--- src/hw/rtl/assert_macros.svh ---
// assertion helpers used by the engine top
`ifndef ASSERT_MACROS_SVH
`define ASSERT_MACROS_SVH

`ifndef SYNTHESIS

// property checked outside reset
`define ASSERT_CHK(label, clk, rst, prop) \
   label: assert property (@(posedge clk) disable iff (rst) prop) \
      else $error("assertion failed");

// property checked at every edge, reset included
`define ASSERT_ALWAYS(label, clk, prop) \
   label: assert property (@(posedge clk) prop) \
      else $error("assertion failed");

`else

`define ASSERT_CHK(label, clk, rst, prop)
`define ASSERT_ALWAYS(label, clk, prop)

`endif

`endif

--- src/hw/rtl/frse_pkg.sv ---
package frse_pkg;

   // tree geometry
   localparam int SLOTS    = 1024;
   localparam int ADDR_W   = $clog2(SLOTS);
   localparam int SLOT_W   = 11;
   localparam int POS_W    = SLOT_W + 1;
   localparam int ENTRY_W  = 32;
   localparam int ACC_W    = 36;
   localparam int TOTAL_W  = 27;
   localparam int AMOUNT_W = 17;
   localparam int ACTION_W = 2;
   localparam int STATUS_W = 2;

   // action codes
   localparam logic [ACTION_W-1:0] ACT_ADD    = 2'd0;
   localparam logic [ACTION_W-1:0] ACT_QUERY  = 2'd1;
   localparam logic [ACTION_W-1:0] ACT_SELECT = 2'd2;

   // status codes
   localparam logic [STATUS_W-1:0] STAT_OK    = 2'd0;
   localparam logic [STATUS_W-1:0] STAT_RANGE = 2'd1;
   localparam logic [STATUS_W-1:0] STAT_RANK  = 2'd2;

   // saturation limits of prefix_total
   localparam logic signed [ACC_W-1:0] TOTAL_MAX = 36'sd67108863;
   localparam logic signed [ACC_W-1:0] TOTAL_MIN = -36'sd67108864;

   // tree memory control
   typedef struct packed {
      logic               wr_en;
      logic [ADDR_W-1:0]  wr_addr;
      logic [ENTRY_W-1:0] wr_data;
      logic [ADDR_W-1:0]  rd_addr;
   } ram_ctl_type;

   // saturate a running sum to the result width
   function automatic logic signed [TOTAL_W-1:0] clamp_total(
      input logic signed [ACC_W-1:0] x);
      logic signed [ACC_W-1:0] lim;
      lim = x;
      if (x > TOTAL_MAX) lim = TOTAL_MAX;
      if (x < TOTAL_MIN) lim = TOTAL_MIN;
      return lim[TOTAL_W-1:0];
   endfunction

   // lowest set bit of a tree position
   function automatic logic [POS_W-1:0] low_bit(input logic [POS_W-1:0] p);
      return p & (~p + POS_W'(1));
   endfunction

endpackage

--- src/hw/rtl/frse_alu.sv ---
module frse_alu (
   input  logic signed [frse_pkg::ACC_W-1:0]    base,
   input  logic signed [frse_pkg::ENTRY_W-1:0]  addend,
   input  logic signed [frse_pkg::AMOUNT_W-1:0] rank,
   output logic signed [frse_pkg::ACC_W-1:0]    sum,
   output logic                                 below
);

   // shared adder and rank compare
   assign sum   = base + frse_pkg::ACC_W'(addend);
   assign below = sum < frse_pkg::ACC_W'(rank);

endmodule

--- config.mk ---
export PLATFORM = sky130hd
export DESIGN_NAME = frse_alu
export DESIGN_NICKNAME = d
export VERILOG_FILES = /design/src/hw/rtl/assert_macros.svh /design/src/hw/rtl/frse_pkg.sv /design/src/hw/rtl/frse_alu.sv
export SDC_FILE = /design/constraint.sdc
export NUM_CORES = 1
export LEC_CHECK = 0
export BUFFER_PORTS_ARGS = -buffer_cell sky130_fd_sc_hd__buf_4
export CORE_MARGIN = 5
export CORE_UTILIZATION = 39
export DETAILED_ROUTE_END_ITERATION = 8
export GPL_ROUTABILITY_DRIVEN = 0
export GPL_TIMING_DRIVEN = 0
export PLACE_DENSITY = 0.68
export SLEW_MARGIN = 20
export SYNTH_ARGS = -nofsm -noshare
export SYNTH_HDL_FRONTEND = slang
export SYNTH_SLANG_ARGS = --single-unit
--- constraint.sdc ---
create_clock -name vclk -period 3.75
set_input_delay 0 -clock vclk [all_inputs]
set_output_delay 0 -clock vclk [all_outputs]
set_load 0.02 [all_outputs]
==> flow_metrics.py <==
metrics = {
    "placement": {
        "io_buffer_count": 122,
        "detailedPlace.worstSlack_ns": -0.1896,
        "dpl-instance-area_um2": 3817,
        "place.detailed.hpwl_mm": 7.568,
    },
    "global_route": {
        "number_of_antenna_violations_at_the_first_check_in_global_routing": 0,
        "gr-usage-all-layers_pct": 18.51,
        "grt_start_max_net_pins": 21,
        "grt_pass1_vias": 3199,
        "grt_pass1_wl_mm": 14.05,
        "grt-ovfl-total": 0,
    },
    "die": {
        "dieArea_um2": 8921,
        "rows": 30,
        "die_width_um": 94.45,
        "floorplan.initialDensity_pct": 40.49,
        "number_of_top_level_design_ports": 122,
        "dieHeight_um": 94.45,
        "core-area_um2": 6869,
    },
    "power_and_ir_drop": {
        "power.switching_w": 0.0005494,
        "total_leakage_power_nw": 2.007,
        "p_int_w": 0.0004485,
        "clock_power_share_pct": 0,
        "p_seq_share_pct": 0,
        "vdd_drop_max_v": 0.0001736,
        "power.density_cell_area_nw_per_um2": 249.5,
        "report.power.total_w": 0.0009978,
        "comb_power_share_pct": 100.0,
        "power.share.switching_pct": 55.05,
    },
    "critical_path": {
        "critPathTopFamily": "compound AO/OA/AOI/OAI gates",
        "cell_with_the_largest_stage_delay_on_the_worst_path": "sky130_fd_sc_hd__a221o_1",
        "timing.critical_path.buf_inv": 2,
        "arrival_ns": 3.66,
        "slowest_delay_ns": 0.35,
        "timing.critical_path.required_ns": 3.75,
        "cp_cell_sequence": "buf_6, ha_4, fa_2, a21o_1, a221o_1, a41o_1, or2_4, a21oi_4, o21ai_1, xnor2_1, ha_1, nand4_1, nor3_4, a211oi_2, nand3_1, a31oi_1, mux2i_1, buf_4",
        "crit_path_max_fanout": 3,
        "end_kind": "primary output",
        "category_of_the_critical_setup_timing_path": "primary input to primary output",
        "worstSetupStartpointType": "primary input",
    },
    "timing": {
        "hold_violations": 0,
        "min_period_ns": 3.660,
        "setup-violations-final": 0,
        "grt_setup_unrepaired": "yes",
        "period_share_pct": 97.61,
        "timing.final.ws_setup_ns": 0.08963,
        "fmax_mhz": 273.2,
        "tns_ns": 0,
        "slew_at_the_pin_with_the_worst_max_slew_slack_ns": 0.6592,
        "max_slew_margin_pct": 56.00,
        "drv_slew": 0,
    },
    "yosys": {
        "synth.most_common_cell": "sky130_fd_sc_hd__ha_1",
        "yosys_warnings": 0,
        "post_synth_inst_count": 391,
        "synth_top_area_cell": "sky130_fd_sc_hd__ha_1",
        "ys_types": 47,
        "synth_nets": 547,
        "synth_common_cells": "70 x sky130_fd_sc_hd__ha_1, 47 x sky130_fd_sc_hd__a21oi_1, 36 x sky130_fd_sc_hd__nand2_1, 26 x sky130_fd_sc_hd__o21ai_0, 24 x sky130_fd_sc_hd__nor2_1",
        "synth_top_cell_area_share_pct": 31.49,
        "synth.cell_area_um2": 2781,
        "syn_avg_cell_area_um2": 7.114,
        "yosys-top-cells-area": "sky130_fd_sc_hd__ha_1 31%, sky130_fd_sc_hd__a21oi_1 8.5%, sky130_fd_sc_hd__xnor2_1 6.6%",
        "yosysSeqAreaShare_pct": 0,
    },
    "routing": {
        "drc": 0,
        "drt-wirelength-per-cell_um": 14.27,
        "initialDrtViolationCount": 122,
        "ant_nets": 0,
        "avgViaCountPerCell": 5.365,
        "wl_mm": 8.835,
        "route.vias.total": 3321,
        "detail_route.first_pass.iterations": 4,
    },
    "worst_hold_path": {
        "min-delay-path-class": "primary input to primary output",
        "timing.hold.worst_endpoint": "sum[0]",
        "timing.hold.worst_path_depth": 3,
        "worst_hold_startpoint": "base[0]",
    },
    "finish": {
        "antenna_cells": 0,
        "total_non_filler_cell_area_in_the_finished_layout_um2": 3999,
        "proportion_of_layout_cells_with_a_drive_suffix_above_1_pct": 31.17,
        "nFlopsAndLatches": 0,
        "fill_cells": 681,
        "final-seq-area_um2": 0,
        "areaGrowthSynthToFinish_pct": 43.77,
        "finish.utilization_pct": 58.21,
        "n_clock_buffer": 0,
        "fin_nets": 681,
    },
    "job": {
        "cap_violations": 0,
    },
    "status": {
        "result_of_the_run": "completed",
    },
}
[worst min-delay path: stages]
cell	delay (ns)
sky130_fd_sc_hd__buf_6	0.07
sky130_fd_sc_hd__ha_4	0.12
sky130_fd_sc_hd__buf_4	0.13
[what timing repair did]
item | in CTS | in global routing
setup endpoints to repair | 1 | 1
setup buffers | 5 | 6
hold buffers | 0 | 0
gates resized for setup | 9 | 14
pin swaps | 9 | 15
[area by class of cell]
cell class / instances / area, µm² / share of cell area [%]
buffer: 11 / 58.81 / 1.471
multi-input combinational: 357 / 2731 / 68.30
timing repair buffer: 133 / 1006 / 25.16
tap: 96 / 120.1 / 3.004
inverter: 22 / 82.58 / 2.065
[cell usage in the layout, fill, tap and decap left out, drive strengths merged, types with 5 or more instances in the layout]
cell / instances
buf: 137
nor3: 5
xnor2: 21
nand3: 16
o21bai: 5
o21a: 7
a211oi: 7
xor2: 12
a21o: 18
clkbuf: 7
nand4: 13
inv: 22
o21ai: 30
a21oi: 50
ha: 70
nand2: 36
nor2: 24
[stage by stage]
stage / hold WS, ns / std cells
floorplan: 0.2084 / 391
global placement: 0.3462 / 609
detailed placement: 0.3642 / 609
CTS: 0.3669 / 614
global route: 0.3389 / 619
finish: 0.3174 / 619
[worst max path at each step]
stage / from / endpoint / slack, ns / cells after the start
final: addend[0] / below / 0.09 / 18
after global routing: addend[0] / below / -0.13 / 18
after floorplan: base[0] / below / 0.01 / 16
after detailed placement: base[0] / below / -0.19 / 18
after global placement: base[0] / below / -0.19 / 18
after CTS: base[3] / below / 0.001 / 17
[power groups by stage]
| stage | Clock [W] | Combinational (W) | Sequential, W |
|---|---|---|---|
| after detailed placement | 0 | 0.000940 | 0 |
| after global routing | 0 | 0.00110 | 0 |
| final | 0 | 0.000998 | 0 |
| after CTS | 0 | 0.000969 | 0 |
| after floorplan | 0 | 0.000606 | 0 |
| after global placement | 0 | 0.000927 | 0 |
[routing by layer]
| layer | vias to the layer above | track usage [%] | wire [µm] |
|---|---|---|---|
| li1 | 1730 | - | - |
| met1 | 1526 | 23.84 | 3960 |
| met2 | 61 | 34.69 | 4489 |
| met3 | 4 | 1.514 | 350 |
| met4 | 0 | 1.442 | 34 |
| met5 | - | 0 | 0 |
[cell families (layout without fill, tap and decap cells)]
| kind of cell | after synthesis | after routing | synth area share, % |
|---|---|---|---|
| AO/OA/AOI/OAI | 146 | 146 | 34.23 |
| XOR/XNOR | 33 | 33 | 10.39 |
| adder cells (fa/ha/maj) | 71 | 71 | 32.21 |
| buffers and inverters | 34 | 166 | 5.218 |
| multiplexers | 1 | 1 | 0.3599 |
| AND/OR/NAND/NOR | 106 | 106 | 17.59 |
No activity file was read; power rests on OpenSTA's default activity.
